`config.mk`:
```
export PLATFORM = sky130hd
export DESIGN_NAME = fcv_ofifo
export DESIGN_NICKNAME = d
export VERILOG_FILES = /design/src/hw/rtl/fcv_pkg.sv /design/src/hw/rtl/fcv_ofifo.sv
export SDC_FILE = /design/constraint.sdc
export NUM_CORES = 1
export LEC_CHECK = 0
export ABC_AREA = 1
export BUFFER_PORTS_ARGS = -buffer_cell sky130_fd_sc_hd__buf_2
export CORE_MARGIN = 3
export CORE_UTILIZATION = 63
export CTS_BUF_LIST = sky130_fd_sc_hd__clkbuf_8
export CTS_CLUSTER_DIAMETER = 40
export CTS_CLUSTER_SIZE = 16
export DETAILED_ROUTE_END_ITERATION = 7
export PLACE_DENSITY = 0.82
export RECOVER_POWER = 25
export REMOVE_ABC_BUFFERS = 1
export SLEW_MARGIN = 40
export SYNTH_ARGS = -nofsm -noshare
export SYNTH_HDL_FRONTEND = slang
export SYNTH_SLANG_ARGS = --single-unit
```
`constraint.sdc`:
```
create_clock -name aclk -period 3.3 [get_ports aclk]
set_clock_uncertainty 0.15 [all_clocks]
set_input_delay 0 -clock aclk [delete_from_list [all_inputs] [get_ports aclk]]
set_output_delay 0 -clock aclk [all_outputs]
set_load 0.01 [all_outputs]
```
`src/hw/rtl/fcv_pkg.sv`:
```
// Package: shared types and constants of the full-convolution FIR filter.
package fcv_pkg;

    localparam int MAX_TAPS    = 8;
    localparam int DEFAULT_TAPS = 8;
    localparam int SAMPLE_W    = 16;
    localparam int COEF_W      = 16;
    localparam int PROD_W      = SAMPLE_W + COEF_W;
    localparam int RESP_W      = 34;
    localparam int SUM1_W      = PROD_W + 1;
    localparam int SUM2_W      = PROD_W + 2;
    localparam int SUM3_W      = PROD_W + 3;
    localparam int OFIFO_DEPTH = 8;
    localparam int PTR_W       = $clog2(OFIFO_DEPTH);
    localparam int OCC_W       = $clog2(OFIFO_DEPTH + 1);
    localparam int ADDR_W      = 5;

    typedef logic signed [SAMPLE_W-1:0] fcv_sample_t;
    typedef logic signed [COEF_W-1:0]   fcv_coef_t;
    typedef logic signed [PROD_W-1:0]   fcv_prod_t;

    typedef struct packed {
        logic valid;
        logic final_res;
    } fcv_ctrl_t;

    typedef struct packed {
        logic signed [RESP_W-1:0] response;
        logic                     final_res;
    } fcv_res_t;

endpackage

```
`src/hw/rtl/fcv_ofifo.sv`:
```
// Output queue: holds results until the receiver takes them.
module fcv_ofifo (
    input  logic              aclk,
    input  logic              aresetn,
    input  logic              wr_en,
    input  fcv_pkg::fcv_res_t wr_data,
    input  logic              rd_en,
    output fcv_pkg::fcv_res_t rd_data,
    output logic              not_empty
);
    import fcv_pkg::*;

    fcv_res_t         mem [OFIFO_DEPTH];
    logic [PTR_W-1:0] wr_ptr_reg;
    logic [PTR_W-1:0] wr_ptr_next;
    logic [PTR_W-1:0] rd_ptr_reg;
    logic [PTR_W-1:0] rd_ptr_next;
    logic [OCC_W-1:0] cnt_reg;
    logic [OCC_W-1:0] cnt_next;

    always_comb begin
        wr_ptr_next = wr_en ? wr_ptr_reg + PTR_W'(1) : wr_ptr_reg;
        rd_ptr_next = rd_en ? rd_ptr_reg + PTR_W'(1) : rd_ptr_reg;
        cnt_next    = cnt_reg + OCC_W'(wr_en) - OCC_W'(rd_en);
    end

    always_ff @(posedge aclk) begin
        if (!aresetn) begin
            wr_ptr_reg <= '0;
            rd_ptr_reg <= '0;
            cnt_reg    <= '0;
        end else begin
            wr_ptr_reg <= wr_ptr_next;
            rd_ptr_reg <= rd_ptr_next;
            cnt_reg    <= cnt_next;
        end
    end

    always_ff @(posedge aclk) begin
        if (wr_en) begin
            mem[wr_ptr_reg] <= wr_data;
        end
    end

    assign rd_data   = mem[rd_ptr_reg];
    assign not_empty = (cnt_reg != '0);

endmodule

```
* Yosys cells after proc, flatten, opt, wreduce, memory -nomap -nowiden
Memories as Yosys holds them, arrays and structs flattened. A register that Yosys moved wholly into a read port is not among the register bits. Index checks and enable logic that the tools add are counted.
Word-level totals: register bits 10, memories 1, logic and storage cells 13, bits in latches 0, RAM bits 280, output and inout port bits 36, bits in read-only memories 0, bits of input ports 39
Memory list:
- mem | depth 8, bits a word 35, read ports 1, clocked after memory_dff 1, wr ports 1, RTL line fcv_ofifo.sv:13 | fcv_res_t mem [OFIFO_DEPTH];
Operators by class: multiplexer cells 4, $add $sub $neg 4, bitwise gates (word level) 0, equality and inequality tests 0, div/mod/pow operators 0, reduce and logical (&&, ||, !) cells 1, order comparisons 0, shifts and indexed selects 0, $mul 0
Operators with widths (number):
- $add A3 B1 Y3 const B | 2
- $mux W3 | 2
- $add A4 B1 Y4 | 1
- $reduce_bool A4 Y1 | 1
- $sub A4 B1 Y4 | 1
- $mux W1 | 2

* Logic depth before layout (Yosys ltp)
Gate-level depths: netlist (run 1).
depth after elaboration 3, depth in mapped cells 9, gate-level depth less buffers 9

* Least setup slack after synthesis (run 1)
OpenSTA, ideal clock, no wires.
path kind reg2reg, from reg wr_ptr_reg[0], to mem mem[0][0] (netlist name), enable pin, cell stages (with the launch flop) 3, arrival time 2.081 ns, data required time 2.723 ns, setup time 0.427 ns, clock period less this slack 2.658 ns, path buffers 0, slack 0.642 ns, cell sequence dfxtp_1 > or2_1 > nor2_1
RTL lines:
- start, declared | RTL line fcv_ofifo.sv:14 | logic [PTR_W-1:0] wr_ptr_reg;
- start signal, assigned | RTL line fcv_ofifo.sv:33 | wr_ptr_reg <= wr_ptr_next;
- end, declared | RTL line fcv_ofifo.sv:13
No word-level cell before the write port.

==> results of run 1 <==
-- Yosys cell counts --
library cell,count
a21oi_1,7
buf_12,8
buf_2,36
buf_6,5
clkbuf_1,4
dfxtp_1,13
edfxtp_1,280
fa_1,1
ha_1,7
inv_1,295
inv_2,2
inv_6,1
nand2_1,397
nand2_4,70
nand3_1,73
nand3_2,70
nor2_1,14
o21ai_0,4
or2_1,2
xnor2_1,1
-- per-stage QoR --
stage	hold slack, ns	instances	util, %
final	0.1288	1718	73.41
after CTS	0.07587	1718	73.56
after global routing	0.1515	1718	73.41
after floorplan	-0.05655	1237	-
after global placement	0.1115	1610	67.66
after detailed placement	0.1161	1610	67.66
-- layout make-up --
class | count | area, um^2
Sequential cell | 293 | 8677
Fill cell | 1387 | 5659
Multi-Input combinational cell | 646 | 3641
Inverter | 298 | 1127
Timing Repair Buffer | 138 | 982.2
Clock buffer | 41 | 564.3
Tap cell | 275 | 344.1
Clock inverter | 27 | 291.5
-- how the worst max path moves through the flow --
stage               slack, ns     start     endpoint
finish                   0.46  register  rd_data[22]
global route             0.31  register   rd_data[3]
CTS                      0.45  register  rd_data[22]
detailed placement       1.04  register  rd_data[22]
global placement         1.10  register  rd_data[22]
floorplan               -1.59  register   rd_data[0]
-- repair_timing --
item                                    CTS  global route
hold buffers                             40             0
endpoints found under the setup margin    0             0
hold endpoints to repair                293             0
-- per-layer routing --
metal	GRT usage [%]	share of wire (%)	up-vias
li1	-	-	4254
met1	29.71	40	4142
met2	41.03	51	325
met3	4.334	7.6	54
met4	8.410	2.2	0
met5	0	0	-
-- placed cells by master (no fill, tap or decap), types with 2 or more instances in the layout --
cell	count
nand2_1	397
inv_1	296
edfxtp_1	280
nand3_1	73
nand2_4	70
nand3_2	70
buf_2	49
clkbuf_8	41
dlygate4sd3_1	40
clkbuf_1	25
buf_4	19
dfxtp_1	10
nor2_4	8
a21oi_1	7
ha_1	7
nor2_1	6
clkinvlp_4	6
clkinv_2	5
inv_6	5
buf_12	5
o21ai_0	4
bufinv_16	4
clkinv_4	4
or2_1	2
dfxtp_4	2
clkinv_1	2
-- where the power goes --
group	switching [mW]	leakage [nW]	total [mW]	internal [mW]
combinational	0.698	4.05	1.07	0.372
clock	1.41	0.422	2.94	1.53
sequential	0.0511	2.65	4.22	4.17
-- critical path, delay by kind of cell (launching register included) --
family                 cells  cell delay [ns]
flip-flops                 1             0.49
AND/OR/NAND/NOR            5             0.39
buffers and inverters      3             1.21
-- kinds of logic (layout without fill, tap and decap cells) --
logic type	count (synthesis)	count (layout)	synth area share, %
and+or+nand+nor	626	626	24.73
buffers and inverters	351	504	11.14
DFF	293	293	62.88
AOI/OAI and AO/OA	11	11	0.3994
adders and majority gates	8	8	0.7806
xor gates and xnor gates	1	1	0.06355
==> reports/results.txt, run 1 <==
status: complete, no violations
leakage power: 7.125 nW
number of cells on the worst hold path: 2
CTS tree: yes
library cell occupying the most area in the post-synthesis netlist: edfxtp_1
Layout Cell Area excl Fill: 15630 um^2
P&R area growth vs syn: 13.37%
CP endpoint kind: primary output
final RePlAce weighted congestion: 0.7673
vias after detailed routing: 8775
antenna violations before repair: 0
type of the worst min-delay path: input port to register
internal reg-to-reg setup slack: 1.18 ns
synthesis-stage register bit count: 293
max-cap violation count: 0
final critical-path share of the clock period: 86.20%
average wire per cell in the routed design: 16.14 um
nets: 1461
power per standard cell area: 526.7 nW/um^2
Data required, critical path: 3.15 ns
starting density of the core: 64.76%
worst stage delay on the critical path: 0.65 ns
worst slew margin relative to its limit: 42.67%
path type of the worst setup path: register to primary output
iteration-0 DRC count of the detailed router: 661
Worst Path Max Fanout: 84
TritonCTS buffer count: 37
Die W: 153.9 um
post-detailed-routing wire length: 27740 um
Resized cells post-CTS: 0
vias per inst: 5.108
clock network latency to the later pin of the worst-skew pair: 0.54 ns
number of different library cells in the post-synthesis netlist: 20
slowest stage cell on the critical path: inv_8
post-route antenna net violation count: 0
number of primary I/O pins: 75
post-synth top area share: 61.00%
Max Fclk: 351.5 MHz
Design Power: 8.231 mW
FF-to-FF End: mem[1][9]$_DFFE_PP_
first-pass iteration count of the detailed router: 5
clock sink total: 293
post-synthesis sequential area ratio: 62.88%
final worst path period need: 2.845 ns
Antenna Cells: 0
endpoint of the worst hold-timing path: mem[7][0]$_DFFE_PP_
Placed Area: 14400 um^2
buffer cell driving the clock tree root: clkbuf_8
die extent in y: 153.9 um
count of final setup violators: 0
hold_sp: wr_data[0]
Final Hold Viols: 0
setup TNS: 0 ns
number of cells on the worst reg-to-reg path: 3
dpl hpwl: 15690 um
GR Util All Layers: 23.53%
fin worst setup slack: 0.4553 ns
CTS Buffer Depth: 3
nature of the critical path startpoint: register
clock-pin slew on the worst setup and hold paths: 0.08 ns
RSZ-0062 raised after global routing: no
area of the core: 21290 um^2
final number of max-transition violations: 0
# H-tree levels: 2
Post CTS Setup Buffer Count: 0
cells traversed along the worst timing path: inv_8, buf_4, nand2_1, nand3_1, nand2_1, nand2_1, nand2_1, buf_2
yosys warns: 0
average footprint of a synthesized cell: 10.69 um^2
area enclosed by the die boundary: 23690 um^2
first-pass GRT wire length: 44090 um
ratio of cells with drive above 1 in the final layout: 20.24%
critical path data arrival time: 2.69 ns
R2R Path Start: wr_ptr_reg[0]$_SDFFE_PN0P_
drt drc: 0
max FFs per register: 280
number of input and output port buffers inserted: 74
maximum number of pins on one net before global-route repair: 85
Post-Synthesis Cells: 1290
largest cells by area after synthesis: edfxtp_1 61%, nand2_1 11%, inv_1 8.0%, nand2_4 5.7%, nand3_2 5.1%
worst supply voltage drop on vdd: 0.3727 mV
post-place setup slack: 1.042 ns
total standard cell area after synthesis: 13780 um^2
number of placement rows: 53
via count of the first global-routing pass: 8854
Overflow after GRT: 0
cell mode on critical path: nand2_1
actual slew at the worst max-slew pin: 0.8599 ns
(Power assumes the default switching activity.)
==> run 2, diff against run 1 <==
--- a/config.mk
+++ b/config.mk
@@ -6,13 +6,13 @@
 export NUM_CORES = 1
 export LEC_CHECK = 0
 export ABC_AREA = 1
-export BUFFER_PORTS_ARGS = -buffer_cell sky130_fd_sc_hd__buf_2
 export CORE_MARGIN = 3
-export CORE_UTILIZATION = 63
+export CORE_UTILIZATION = 66
 export CTS_BUF_LIST = sky130_fd_sc_hd__clkbuf_8
 export CTS_CLUSTER_DIAMETER = 40
 export CTS_CLUSTER_SIZE = 16
 export DETAILED_ROUTE_END_ITERATION = 7
+export DONT_BUFFER_PORTS = 1
 export PLACE_DENSITY = 0.82
 export RECOVER_POWER = 25
 export REMOVE_ABC_BUFFERS = 1
==> run 2 against run 1 <==
Compared with the run above: highest routed layer unchanged; via count down 4.9%; clock power down 14%; worst hold slack worse by 0.069 ns; combinational power down 11%.
==> reports/results.txt, run 2 (synthesized netlist as in run 1, its figures left out) <==
final number of max-transition violations: 0
nature of the critical path startpoint: register
switching share of power: 26.73%
average wire per cell in the routed design: 16.47 um
slowest stage cell on the critical path: dfxtp_4
commonest cells after routing, fill and taps aside: 397 x nand2_1, 296 x inv_1, 280 x edfxtp_1
area enclosed by the die boundary: 22660 um^2
Overflow after GRT: 0
internal reg-to-reg setup slack: 1.19 ns
Max Fclk: 353.4 MHz
commonest non-fill, non-tap cell in the layout: nand2_1
final worst path period need: 2.830 ns
max-cap violation count: 0
first-pass GRT wire length: 41870 um
vias after detailed routing: 8344
Die W: 150.5 um
number of primary I/O pins: 75
# H-tree levels: 1
TritonCTS buffer count: 31
Post CTS Setup Buffer Count: 0
clock sink total: 293
maximum number of pins on one net before global-route repair: 67
count of buffer and inverter cells on the critical path: 2
cells traversed along the worst timing path: inv_8, buf_4, nand2_1, nand3_1, nand2_1, nand2_1, nand2_1
net switching power: 2.065 mW
Data required, critical path: 3.15 ns
type of the worst min-delay path: input port to register
buffer cell driving the clock tree root: clkbuf_8
number of input and output port buffers inserted: 0
Post-Route Hold Slack: 0.05986 ns
fraction of power consumed by the clock network: 32.8%
nets: 1374
drt drc: 0
post-detailed-routing wire length: 26740 um
worst supply voltage drop on vdd: 0.5260 mV
first-pass iteration count of the detailed router: 4
critical path data arrival time: 2.68 ns
CTS Buffer Depth: 3
clock-pin slew on the worst setup and hold paths: 0.08 ns
Crit path max-delay family: buffers and inverters
path type of the worst setup path: register to primary output
worst stage delay on the critical path: 0.53 ns
proportion of power drawn by flip-flops and latches: 54.8%
Worst Path Max Fanout: 66
max FFs per register: 280
number of placement rows: 52
Layout Utilization: 73.91%
starting density of the core: 67.69%
worst slew margin relative to its limit: 50.19%
power per standard cell area: 513.3 nW/um^2
status: complete, no violations
actual slew at the worst max-slew pin: 0.7472 ns
ratio of cells with drive above 1 in the final layout: 16.73%
CP endpoint kind: primary output
GR Util All Layers: 24.11%
internal power: 5.661 mW
final critical-path share of the clock period: 85.75%
share of power burned in combinational logic: 12.4%
final RePlAce weighted congestion: 0.7660
antenna violations before repair: 1
count of final setup violators: 0
cell mode on critical path: nand2_1
CTS tree: yes
via count of the first global-routing pass: 8214
post-route antenna net violation count: 0
die extent in y: 150.5 um
area of the core: 20360 um^2
P&R area growth vs syn: 9.186%
RSZ-0062 raised after global routing: no
clock network latency to the later pin of the worst-skew pair: 0.58 ns
dpl hpwl: 14140 um
leakage power: 6.797 nW
iteration-0 DRC count of the detailed router: 699
vias per inst: 5.141
Final Hold Viols: 0
## run 2: cell types whose count changed in the layout (fill, tap and decap cells not counted), sizes merged
cell | previous run | this run
clkinvlp | 6 | 2
clkinv | 12 | 15
clkbuf | 66 | 31
diode | 0 | 2
bufinv | 4 | 3
inv | 303 | 304
dlygate4sd3 | 40 | 39
buf | 73 | 18
## run 2: final timing paths
path | startpoint | end | cells after the start
worst min register to register | wr_ptr_reg[0]$_SDFFE_PN0P_ | wr_ptr_reg[0]$_SDFFE_PN0P_ | 2
worst max register to register | wr_ptr_reg[0]$_SDFFE_PN0P_ | mem[1][11]$_DFFE_PP_ | 3
worst max-delay path | register | rd_data[17] | 7
worst min-delay path | wr_data[26] | mem[4][26]$_DFFE_PP_ | 1
## run 2: power groups by stage
stage	clock network, mW	registers, mW	logic (mW)
3_3_place_gp	0	4.31	0.846
4_1_cts	2.57	4.23	0.963
5_1_grt	2.73	4.24	1.07
3_5_place_dp	0	4.32	0.878
6_report	2.54	4.23	0.957
2_1_floorplan	0	4.34	0.663
## run 2: final cells by class
type,count,area (um^2)
antenna,2,5.005
clock buffer,31,426.7
clock inverter,26,272.8
fill,1301,5314
inverter,298,1127
multi-input combinational,646,3641
sequential,293,8677
tap,270,337.8
timing repair buffer,57,563.0
## run 2: stage by stage
step / area (um^2) / total power [mW] / instances / setup WS [ns] / TNS [ns]
floorplan: 13370 / 4.999 / 1237 / -1.588 / -55.57
global placement: 13960 / 5.161 / 1525 / 1.118 / 0
detailed placement: 13960 / 5.196 / 1525 / 1.063 / 0
CTS: 15050 / 7.765 / 1621 / 0.4295 / 0
global route: 15050 / 8.046 / 1622 / 0.3057 / 0
finish: 15050 / 7.726 / 1623 / 0.4704 / 0
## run 2: worst reg2reg max path: stages, from the launching register on
cell,delay (ns)
dfxtp_1,0.38
nand2_1,0.25
nor2_4,0.67
buf_4,0.35
## run 2: routing by layer
| layer | vias to the layer above | share of wire (%) | track usage [%] |
|---|---|---|---|
| met1 | 3902 | 39 | 31.18 |
| met2 | 306 | 51 | 41.56 |
| met4 | 0 | 2.1 | 8.005 |
| met5 | - | 0 | 0 |
| met3 | 55 | 8.1 | 4.305 |
| li1 | 4081 | - | - |
## run 2: repair_timing
action	4_1_cts	5_1_grt
hold endpoints to repair	309	0
hold buffers	39	0
resized for setup	0	0
