<file path="config.mk">
export PLATFORM = sky130hd
export DESIGN_NAME = fcv_sum
export DESIGN_NICKNAME = d
export VERILOG_FILES = /design/src/hw/rtl/fcv_pkg.sv /design/src/hw/rtl/fcv_sum.sv
export SDC_FILE = /design/constraint.sdc
export NUM_CORES = 1
export LEC_CHECK = 0
export BUFFER_PORTS_ARGS = -buffer_cell sky130_fd_sc_hd__buf_2
export CAP_MARGIN = 20
export CELL_PAD_IN_SITES_DETAIL_PLACEMENT = 0
export CELL_PAD_IN_SITES_GLOBAL_PLACEMENT = 1
export CORE_UTILIZATION = 46
export DETAILED_ROUTE_END_ITERATION = 10
export PLACE_DENSITY_LB_ADDON = 0.3
export SYNTH_ARGS = -nofsm -noshare
export SYNTH_HDL_FRONTEND = slang
export SYNTH_SLANG_ARGS = --single-unit
</file>
<file path="constraint.sdc">
create_clock -name aclk -period 6.7 [get_ports aclk]
set_input_delay 1.005 -clock aclk [delete_from_list [all_inputs] [get_ports aclk]]
set_output_delay 1.005 -clock aclk [all_outputs]
set_load 0.01 [all_outputs]
</file>
<file path="src/hw/rtl/fcv_pkg.sv">
// Package: shared types and constants of the full-convolution FIR filter.
package fcv_pkg;

    localparam int MAX_TAPS    = 8;
    localparam int DEFAULT_TAPS = 8;
    localparam int SAMPLE_W    = 16;
    localparam int COEF_W      = 16;
    localparam int PROD_W      = SAMPLE_W + COEF_W;
    localparam int RESP_W      = 34;
    localparam int SUM1_W      = PROD_W + 1;
    localparam int SUM2_W      = PROD_W + 2;
    localparam int SUM3_W      = PROD_W + 3;
    localparam int OFIFO_DEPTH = 8;
    localparam int PTR_W       = $clog2(OFIFO_DEPTH);
    localparam int OCC_W       = $clog2(OFIFO_DEPTH + 1);
    localparam int ADDR_W      = 5;

    typedef logic signed [SAMPLE_W-1:0] fcv_sample_t;
    typedef logic signed [COEF_W-1:0]   fcv_coef_t;
    typedef logic signed [PROD_W-1:0]   fcv_prod_t;

    typedef struct packed {
        logic valid;
        logic final_res;
    } fcv_ctrl_t;

    typedef struct packed {
        logic signed [RESP_W-1:0] response;
        logic                     final_res;
    } fcv_res_t;

endpackage

</file>
<file path="src/hw/rtl/fcv_sum.sv">
// Registered adder tree over the tap products, with output saturation.
module fcv_sum (
    input  logic               aclk,
    input  logic               aresetn,
    input  fcv_pkg::fcv_prod_t prod [fcv_pkg::MAX_TAPS],
    input  fcv_pkg::fcv_ctrl_t ctrl_in,
    output logic               res_valid,
    output fcv_pkg::fcv_res_t  res
);
    import fcv_pkg::*;

    logic signed [SUM1_W-1:0] s1_reg [4];
    logic signed [SUM2_W-1:0] s2_reg [2];
    logic signed [SUM3_W-1:0] s3_reg;
    fcv_ctrl_t                c1_reg;
    fcv_ctrl_t                c2_reg;
    fcv_ctrl_t                c3_reg;

    always_ff @(posedge aclk) begin
        for (int i = 0; i < 4; i++) begin
            s1_reg[i] <= SUM1_W'(prod[2*i]) + SUM1_W'(prod[2*i+1]);
        end
        for (int i = 0; i < 2; i++) begin
            s2_reg[i] <= SUM2_W'(s1_reg[2*i]) + SUM2_W'(s1_reg[2*i+1]);
        end
        s3_reg <= SUM3_W'(s2_reg[0]) + SUM3_W'(s2_reg[1]);
    end

    always_ff @(posedge aclk) begin
        if (!aresetn) begin
            c1_reg <= '0;
            c2_reg <= '0;
            c3_reg <= '0;
        end else begin
            c1_reg <= ctrl_in;
            c2_reg <= c1_reg;
            c3_reg <= c2_reg;
        end
    end

    always_comb begin
        if (!s3_reg[SUM3_W-1] && s3_reg[RESP_W-1]) begin
            res.response = {1'b0, {(RESP_W-1){1'b1}}};
        end else begin
            res.response = s3_reg[RESP_W-1:0];
        end
        res.final_res = c3_reg.final_res;
    end

    assign res_valid = c3_reg.valid;

endmodule

</file>
# == Word level (Yosys, flattened, before mapping) ==
# Memory sizes are Yosys's and may differ from the RTL's.
# Index checks and enable logic that the tools add are counted.
# word_totals
register_bits,41
latchBits,0
mem_bits_rw,200
romBits,0
in_bits,260
out_inout_bits,36
wordCells,19
mem_count,2
# mem_list
memory,words,word_bits,rd,rd_ports_with_merged_regs,wr,line,rtl
s1_reg,4,33,4,0,4,fcv_sum.sv:12,logic signed [SUM1_W-1:0] s1_reg [4];
s2_reg,2,34,2,0,2,fcv_sum.sv:13,logic signed [SUM2_W-1:0] s2_reg [2];
# op_classes
addsub,7
mul,0
div,0
n_lt_le_gt_ge,0
n_eq_ne,0
shift,0
muxes,1
bitwise_logic,0
reduce_logical,2
# ops
op,n
adder 32 x 32 -> 33 bit,4
adder 33 x 33 -> 34 bit,2
adder 34 x 34 -> 35 bit,1
two-way mux 34 bit,1
logical AND 1 bit,1
logical NOT 1 bit,1

# == Logic depth before layout (Yosys ltp) ==
# Gate-level depths: netlist of the first run.
# logic_depth
word_depth,3
mapped_depth,13
ltp_nobuf,13

# == Worst setup path before layout of the first run ==
# Ideal clock, no wire load.
# synth_timing
path_type,in2reg
startpoint,in prod[128] (netlist name)
endpoint,mem s1_reg[1][32] (netlist name)
setup_ns,0.058
arrival_time_ns,3.511
t_required_ns,6.642
slack_ns,3.131
path_stages,12
n_path_buf,0
cell_sequence,ha_1 > fa_1 > a21oi_1 > o211a_1 > o32a_2 > o221ai_2 > a221oi_2 > o21a_1 > o21ai_1 > a211o_1 > a211oi_1 > mux2_2
# synth_lines
item,line,rtl
from (decl),fcv_sum.sv:5,"input fcv_pkg::fcv_prod_t prod [fcv_pkg::MAX_TAPS],"
to (decl),fcv_sum.sv:12,

==> results by stage, run 1 <==
Logic synthesis:
- For this run, the leading register cell type out of synthesis is sky130_fd_sc_hd__dfxtp_1.
- After synthesis, the netlist uses just under 80 different library cells.
- The yosys synthesis warning count is 0.
- The portion of synthesized area spent on multiplexers is less than 1%.
- For this run, asynchronously set or reset flops after synthesis account for 0%.
- The average instance in the mapped netlist occupies slightly below 9 sq um.
- The area share of xor/xnor cells in the synthesized design is approximately 11%.
- Of the total synthesized cell area, the portion taken by full adders, half adders and majority gates is roughly a fifth.
- The number of register bits inferred by synthesis is approximately 240.
- The area fraction in compound gates after synthesis is 24.31%.
- Synthesis produced a netlist whose cell count is roughly 1800.
- The share of synthesized cell area in and, or, nand and nor gates is about 14%.
- The largest family of logic cells by synthesized area is compound AO/OA/AOI/OAI gates.
- Summing every instance area after synthesis gives 16010 sq um.
- Yosys mapped a number of flops with a built-in enable equal to 0.
- For this run, the register share of the synthesized area comes to roughly 30%.
- When the netlist entered floorplanning its net count stood at roughly 2300.

Critical path:
- The data arrival time of the critical path is around 4.0 ns.
- The worst setup path is of the in2reg kind.
- The maximum fanout along the worst path is 4.
- The endpoint kind of the worst setup timing path is a register.
- The required time of the critical path is ~7.1 ns.
- The nature of the critical path startpoint is an input pin.

Global routing:
- For met2 alone, demand over resource in global routing was 36.44%.
- The total overflow left after global routing is 0.
- The met3 track utilization from global routing is under 10%.
- For this run, global-route usage on met1 was measured as between 30% and 40%.
- The initial antenna violation count was 4.
- Entering global routing, the biggest net connects 34 pins.
- The most crowded layer after global routing is met2.
- The first global-routing pass estimated roughly 66 mm of wire.
- The total track usage is 22.36%.
- The number of global-route vias before repair is 13480.

Routing:
- The violation count after the first detailed-routing iteration is 693.
- For this block, the routed nets add up to ~40 mm of wire.
- The length of the first detailed-routing pass in iterations is 5.
- The overall via count from detail_route is 13710.
- In the final routed layout, each cell accounts on average for roughly 15 um.
- The via-per-instance ratio is approximately 5.3.
- In this run the remaining antenna-violating nets after routing total 0.
- The post-detailed-route DRC marker count is 0.

Clock tree:
- After clock tree synthesis, the clock-pin slew on the worst setup and hold paths is 0.06 ns.
- The clock tree root buffer cell is sky130_fd_sc_hd__clkbuf_16.
- For the worst-skew pair, the clock arrives at the later sink with an insertion delay of roughly 0.53 ns.
- In this run, CTS created clock tree buffers numbering 26.
- The count of hold buffers inserted by post-cts repair is 0.
- The buffer count from post-CTS setup fixing is 0.
- In this run, post-CTS repair resized a total of 0 instances.
- The number of levels in the clock H-tree is 1.
- TritonCTS built the clock tree.
- CTS saw approximately 240 sinks.
- The clock passes through at most 3 buffers.

Die:
- The floorplan step set the die width to around 190 um.
- The starting density of the core is a little under half.
- The die is about 190 um tall.
- The core region is between 30000 and 40000 sq um.
- The floorplan step defined a die boundary enclosing approximately 36000 sq um.
- For this design the top-level I/O count stands at around 300.
- In this run the core area contains 67 standard-cell rows.

STA:
- The final-report setup violation count is 0.
- Setup total negative slack on the finished layout was measured at 0 ns.
- At the pin with the least slew margin, the transition time is around 0.62 ns.
- Dividing the final minimum period by the clock period gives between 50% and 60%.
- The total count of hold-check failures in the final report is 0.
- The number of pins exceeding their max-slew limit in the final report is 0.
- For the final database, setup skew stands at 0.02065 ns.
- The upper clock frequency limit is ~280 MHz.
- The worst slew slack as a fraction of its limit is 58.56%.
- After layout, the minimum clock period comes to around 3.6 ns.
- Setup repair after global routing left no endpoint under its margin.
- Hold timing on the final database bottoms out at a slack of 0.4285 ns.

Place:
- The final RePlAce weighted congestion is 0.8935.
- The total half-perimeter wirelength after legalization and detailed placement is around 34 mm.
- The count of buffers added on input and output ports is 295.

Job:
- The number of max-capacitance violations reported is 0.

Cells and area:
- The register with the most flip-flops in the layout has 132 of them.
- The net count of the finished layout is between 2000 and 3000.
- Compared with the post-synthesis result, the final layout area differs by 18.23%.
- Cells with a size suffix above 1 make up 17.72% of the layout.

Power and ir drop:
- The power density relative to cell area is 429.6 nW/um^2.
- The design draws slightly above 0.008 W.
- Summed over all cells, the static leakage comes to between 8 and 9 nW.
- The peak supply drop is ~0.00029 V.

Run status:
- The run finished with clean final reports.

Hold path:
- The class of the tightest hold or removal check is reg2reg.
[through the flow]
step	area [sq um]	utilization [%]	cells	setup WS, ns
2_1_floorplan	16010	-	1806	3.131
3_3_place_gp	17960	53.03	2527	2.554
3_5_place_dp	17960	53.03	2527	2.502
4_1_cts	18900	55.81	2574	3.035
5_1_grt	18920	55.85	2575	2.787
6_report	18920	55.87	2578	3.067
[critical path, cell delays in order]
cell and delay (ns):
sky130_fd_sc_hd__buf_2 0.10, sky130_fd_sc_hd__ha_1 0.21, sky130_fd_sc_hd__fa_1 0.41, sky130_fd_sc_hd__a21oi_1 0.39, sky130_fd_sc_hd__o211ai_1 0.21, sky130_fd_sc_hd__a31oi_1 0.30, sky130_fd_sc_hd__o21ai_1 0.19, sky130_fd_sc_hd__a211oi_1 0.47
sky130_fd_sc_hd__o221a_2 0.32, sky130_fd_sc_hd__o21ai_1 0.12, sky130_fd_sc_hd__nand3_1 0.10, sky130_fd_sc_hd__nand2_1 0.07, sky130_fd_sc_hd__xor2_1 0.14
[cell usage after synthesis, types with 14 or more instances]
cell / n / share of area [%]
sky130_fd_sc_hd__xnor2_1: 136 / 7.4
sky130_fd_sc_hd__nand4_1: 18 / 0.70
sky130_fd_sc_hd__nand3_1: 45 / 1.4
sky130_fd_sc_hd__a31oi_1: 25 / 0.98
sky130_fd_sc_hd__nand2b_1: 59 / 2.3
sky130_fd_sc_hd__a21oi_1: 196 / 6.1
sky130_fd_sc_hd__inv_1: 69 / 1.6
sky130_fd_sc_hd__o211ai_1: 14 / 0.66
sky130_fd_sc_hd__a21o_1: 99 / 4.6
sky130_fd_sc_hd__nor3_1: 14 / 0.44
sky130_fd_sc_hd__o21a_1: 17 / 0.80
sky130_fd_sc_hd__o21bai_1: 30 / 1.4
sky130_fd_sc_hd__nor2_1: 95 / 2.2
sky130_fd_sc_hd__clkbuf_1: 22 / 0.52
sky130_fd_sc_hd__dfxtp_1: 241 / 30
sky130_fd_sc_hd__nor2b_1: 34 / 1.3
sky130_fd_sc_hd__o21ai_0: 78 / 2.4
sky130_fd_sc_hd__a211oi_1: 16 / 0.75
sky130_fd_sc_hd__xor2_1: 64 / 3.5
sky130_fd_sc_hd__and3_1: 17 / 0.66
sky130_fd_sc_hd__nand2_1: 116 / 2.7
sky130_fd_sc_hd__ha_1: 228 / 18
sky130_fd_sc_hd__o21ai_1: 32 / 1.0
[power breakdown]
part	leakage [nW]	switching, W	internal [W]
Sequential	2.03	0.000191	0.00199
Combinational	6.49	0.00250	0.00192
Clock	0.445	0.000584	0.000940
Total	8.96	0.00327	0.00486
[final timing paths]
| path | startpoint | endpoint | slack [ns] | cells after the start |
|---|---|---|---|---|
| worst max-delay path | prod[0] | s1_reg[3][30] | 3.07 | 13 |
| worst min-delay path | c2_reg[0] | res[0] | 0.43 | 1 |
| worst max register to register | s1_reg[1][0] | s2_reg[0][30] | 3.19 | 13 |
| worst min register to register | c2_reg[0] | res[0] | 0.43 | 1 |
[layout by cell type (no fill, tap or decap), types with 13 or more instances in the layout]
| master | Yosys | routed |
|---|---|---|
| sky130_fd_sc_hd__ha_1 | 228 | 228 |
| sky130_fd_sc_hd__nand2_1 | 116 | 116 |
| sky130_fd_sc_hd__a21oi_1 | 196 | 196 |
| sky130_fd_sc_hd__nor3_1 | 14 | 14 |
| sky130_fd_sc_hd__a31oi_1 | 25 | 25 |
| sky130_fd_sc_hd__o21ai_0 | 78 | 78 |
| sky130_fd_sc_hd__o21ai_1 | 32 | 32 |
| sky130_fd_sc_hd__nor2b_1 | 34 | 34 |
| sky130_fd_sc_hd__nand2b_1 | 59 | 59 |
| sky130_fd_sc_hd__o21bai_1 | 30 | 30 |
| sky130_fd_sc_hd__and2_1 | 13 | 13 |
| sky130_fd_sc_hd__buf_2 | 0 | 295 |
| sky130_fd_sc_hd__dfxtp_1 | 241 | 241 |
| sky130_fd_sc_hd__and3_1 | 17 | 17 |
| sky130_fd_sc_hd__nand4_1 | 18 | 18 |
| sky130_fd_sc_hd__clkbuf_16 | 0 | 26 |
| sky130_fd_sc_hd__xor2_1 | 64 | 64 |
| sky130_fd_sc_hd__o21a_1 | 17 | 17 |
| sky130_fd_sc_hd__xnor2_1 | 136 | 136 |
| sky130_fd_sc_hd__nand3_1 | 45 | 45 |
| sky130_fd_sc_hd__a21o_1 | 99 | 99 |
| sky130_fd_sc_hd__nor2_1 | 95 | 95 |
| sky130_fd_sc_hd__inv_1 | 69 | 69 |
| sky130_fd_sc_hd__a211oi_1 | 16 | 16 |
| sky130_fd_sc_hd__o211ai_1 | 14 | 14 |
[kinds of logic (layout without fill, tap and decap cells)]
| logic type | after synthesis | in the layout |
|---|---|---|
| buf+inv | 91 | 412 |
| flops | 241 | 241 |
| xor+xnor | 200 | 200 |
| compound gates | 596 | 596 |
| mux | 1 | 1 |
| fa+ha+maj | 235 | 235 |
| other cells | 0 | 3 |
| simple gates | 442 | 442 |
[per-layer routing]
metal / wire length (um) / up-vias
li1: - / 7188
met1: 19740 / 6151
met2: 17200 / 316
met3: 1927 / 53
met4: 810 / 2
met5: 8 / -
[area by class of cell]
cell class	count	area, sq um
fill	3196	14940
antenna	3	7.507
multi-input combinational	1474	10840
inverter	69	259.0
sequential	241	4825
tap	448	560.5
timing repair buffer	296	1491
clock inverter	18	249.0
clock buffer	29	691.9
(Power assumes the default switching activity.)
==> run 2, diff against run 1 <==
Settings changed: CORE_UTILIZATION 46 to 43.
Clock period 6.7 ns to 3.5 ns, I/O delays scaled along.
==> results by stage, run 2 (same netlist as run 1, synthesis figures left out) <==
Clock tree:
- The count of hold buffers inserted by post-cts repair is 0.
- The CTS tree is yes.
- The number of levels in the clock H-tree is 1.
- The clock-pin transition on the worst setup and hold timing paths is 0.06 ns.
- Counting along the longest clock path gives a buffer depth of 3.
- Post-CTS repair changed the size of 0 cells.
- The clock tree root buffer cell is sky130_fd_sc_hd__clkbuf_16.
- The buffer count from post-CTS setup fixing is 0.
- The clock sink count is roughly 240.
- The later-pin clock latency in the skew report is around 0.54 ns.
- In this run, CTS created clock tree buffers numbering 29.

Critical path:
- The critical path class is reg2reg.
- The worst setup path is launched from a register.
- Measured in cells, the most critical reg-to-reg path has a length of 13.
- The worst-case register-to-register setup slack is approximately 0.33 ns.
- Data arrives at the worst endpoint at between 3 and 4 ns.
- The worst flop-to-flop path startpoint is s2_reg[0][34].
- In this run the worst path has a maximum fanout of 3.
- The endpoint identified for the worst register-to-register timing path is s3_reg[22].
- The endpoint kind of the worst setup timing path is a register.
- STA puts the critical path data required time at ~3.9 ns.

Place:
- The total half-perimeter wirelength after legalization and detailed placement is approximately 34 mm.
- The pre-CTS worst setup slack is approximately 0.04 ns.
- The number of I/O port buffers is 295.
- The final RePlAce weighted congestion is ~0.91.
- The total instance count after detailed placement is approximately 2600.

Cells and area:
- The area of the multi-input gates is roughly 11000 sq um.
- Cells with a size suffix above 1 make up a little under a fifth of the layout.
- Excluding fillers, the count of instances in the completed layout stands at 2617.
- After the last flow step, the layout net total stands at 2617.
- In the layout the commonest cells are sky130_fd_sc_hd__buf_2 (295), sky130_fd_sc_hd__dfxtp_1 (241), sky130_fd_sc_hd__ha_1 (228), sky130_fd_sc_hd__a21oi_1 (196), sky130_fd_sc_hd__xnor2_1 (136).
- The fill cell total of the finished layout is about 3500.
- The sequential standard cell area is approximately 4800 sq um.
- The relative area change from synthesis to final layout is 19.17%.
- The register with the most flip-flops in the layout has around 130 of them.
- The core occupancy in the finished layout is between 50% and 60%.
- The leading cell type in the layout, fill and taps excluded is sky130_fd_sc_hd__buf_2.

STA:
- The final hold slack is 0.2015 ns.
- The time the worst path needs with I/O delays and setup is ~3.2 ns.
- The total count of hold-check failures in the final report is 0.
- The final worst-path setup slack is approximately 0.33 ns.
- At the pin with the least slew margin, the transition time is 0.5558 ns.
- Setup total negative slack on the finished layout was measured at 0 ns.
- Measured against its own limit, the worst slew margin works out to a little over three fifths.
- Across the routed clock network, the largest skew measured is approximately 0.0088 ns.
- The upper clock frequency limit is between 300 and 400 MHz.
- Dividing the final minimum period by the clock period gives 90.67%.
- The final-report setup violation count is 0.
- Setup repair after global routing left no endpoint under its margin.
- The number of pins exceeding their max-slew limit in the final report was 0.

Global routing:
- The initial antenna violation count is 10.
- The number of global-route vias before repair is ~14000.
- Global routing finished with a remaining overflow of 0.
- The first global-routing pass estimated approximately 66 mm of wire.
- Entering global routing, the biggest net connects 34 pins.
- Global routing used about a fifth of the available tracks.

Die:
- For this configuration, the core starts out at a cell density of 43.72%.
- The top-level I/O count is 296.
- The floorplan has 70 rows.
- From left edge to right edge, the die measures about 200 um.
- The die covers ~38000 sq um.
- In this run the vertical extent of the chip is between 150 and 200 um.
- The core box area is approximately 37000 sq um.

Routing:
- After detailed routing, the number of vias per cell comes to about 5.3.
- The detail route stage leaves a number of antenna-violating nets equal to 0.
- The overall via count from detail_route is approximately 14000.
- In the final routed layout, each cell accounts on average for approximately 15 um.
- After detailed routing, the total wire length is 40.29 mm.
- The post-detailed-route DRC marker count is 0.
- The length of the first detailed-routing pass in iterations is 5.
- In this run, the number of DRC markers left after iteration 0 of detailed routing was 713.

Power and ir drop:
- The peak supply drop is 0.0004285 V.
- The leakage power of the design is between 9 and 10 nW.
- For this design the ratio of total power to cell area is slightly above 800 nW/um^2.

Hold path:
- The worst hold path passes through 2 cells.
- The class of the tightest hold or removal check is in2reg.
- The worst hold path begins at prod[96].
- The worst hold path terminates at s1_reg[2][0].

Run status:
- The flow ran to the end, and the final reports show no timing, DRC or antenna violations.

Job:
- The tool flagged a number of max-cap violations equal to 0.
run 2: cell types whose count changed in the layout (fill, tap and decap cells not counted):
cell | previous run | this run
sky130_fd_sc_hd__clkinv_2 | 4 | 6
sky130_fd_sc_hd__buf_4 | 0 | 11
sky130_fd_sc_hd__clkinv_4 | 1 | 3
sky130_fd_sc_hd__clkbuf_16 | 26 | 29
sky130_fd_sc_hd__diode_2 | 3 | 6
sky130_fd_sc_hd__clkinv_8 | 1 | 0
sky130_fd_sc_hd__bufinv_16 | 5 | 3
sky130_fd_sc_hd__clkinvlp_4 | 6 | 2
sky130_fd_sc_hd__clkbuf_8 | 3 | 5
sky130_fd_sc_hd__clkbuf_1 | 0 | 3
run 2: per-layer routing:
metal	up-vias	track usage, %	wire length [um]
li1	7199	-	-
met1	6252	27.77	19180
met2	319	35.53	18010
met3	66	3.592	2115
met4	6	5.453	937
met5	-	0	45
run 2: how the worst max path moves through the flow:
stage          depth (start not counted)     startpoint            end  slack [ns]
2_1_floorplan                         12      prod[128]  s1_reg[1][32]        0.41
3_3_place_gp                          13      prod[192]  s1_reg[0][30]        0.13
3_5_place_dp                          13      prod[128]  s1_reg[1][32]        0.04
4_1_cts                               13   s2_reg[0][0]     s3_reg[22]        0.33
5_1_grt                               13   s2_reg[0][0]     s3_reg[22]        0.09
6_report                              13  s2_reg[0][34]     s3_reg[22]        0.33
run 2: cell type report:
cell class	instances	share of cell area, %
antenna	6	0.07872
inverter	69	1.358
clock buffer	37	4.225
sequential	241	25.30
tap	468	3.070
clock inverter	15	0.8922
timing repair buffer	307	8.252
multi-input combinational	1474	56.83
run 2: critical path, cell delays in order, from the launching register on:
cell,delay (ns)
sky130_fd_sc_hd__dfxtp_1,0.32
sky130_fd_sc_hd__ha_1,0.18
sky130_fd_sc_hd__inv_1,0.06
sky130_fd_sc_hd__fa_1,0.39
sky130_fd_sc_hd__nor2b_1,0.13
sky130_fd_sc_hd__o21a_1,0.14
sky130_fd_sc_hd__o21ai_1,0.08
sky130_fd_sc_hd__a21oi_1,0.24
sky130_fd_sc_hd__nor4_1,0.11
sky130_fd_sc_hd__or2_1,0.25
sky130_fd_sc_hd__or4_1,0.56
sky130_fd_sc_hd__a21oi_2,0.24
sky130_fd_sc_hd__nor4_1,0.07
sky130_fd_sc_hd__a211o_1,0.27
run 2: power breakdown:
part	leakage [nW]	switching, W	internal [W]
Sequential	2.03	0.000373	0.00382
Combinational	6.54	0.00473	0.00370
Clock	0.480	0.00113	0.00184
Total	9.05	0.00624	0.00936
run 2: through the flow:
stage	instance area [sq um]	total power, W
detailed placement	18070	0.01267
floorplan	16010	0.01044
finish	19070	0.01559
CTS	19040	0.01571
global placement	18070	0.01261
global route	19060	0.01691
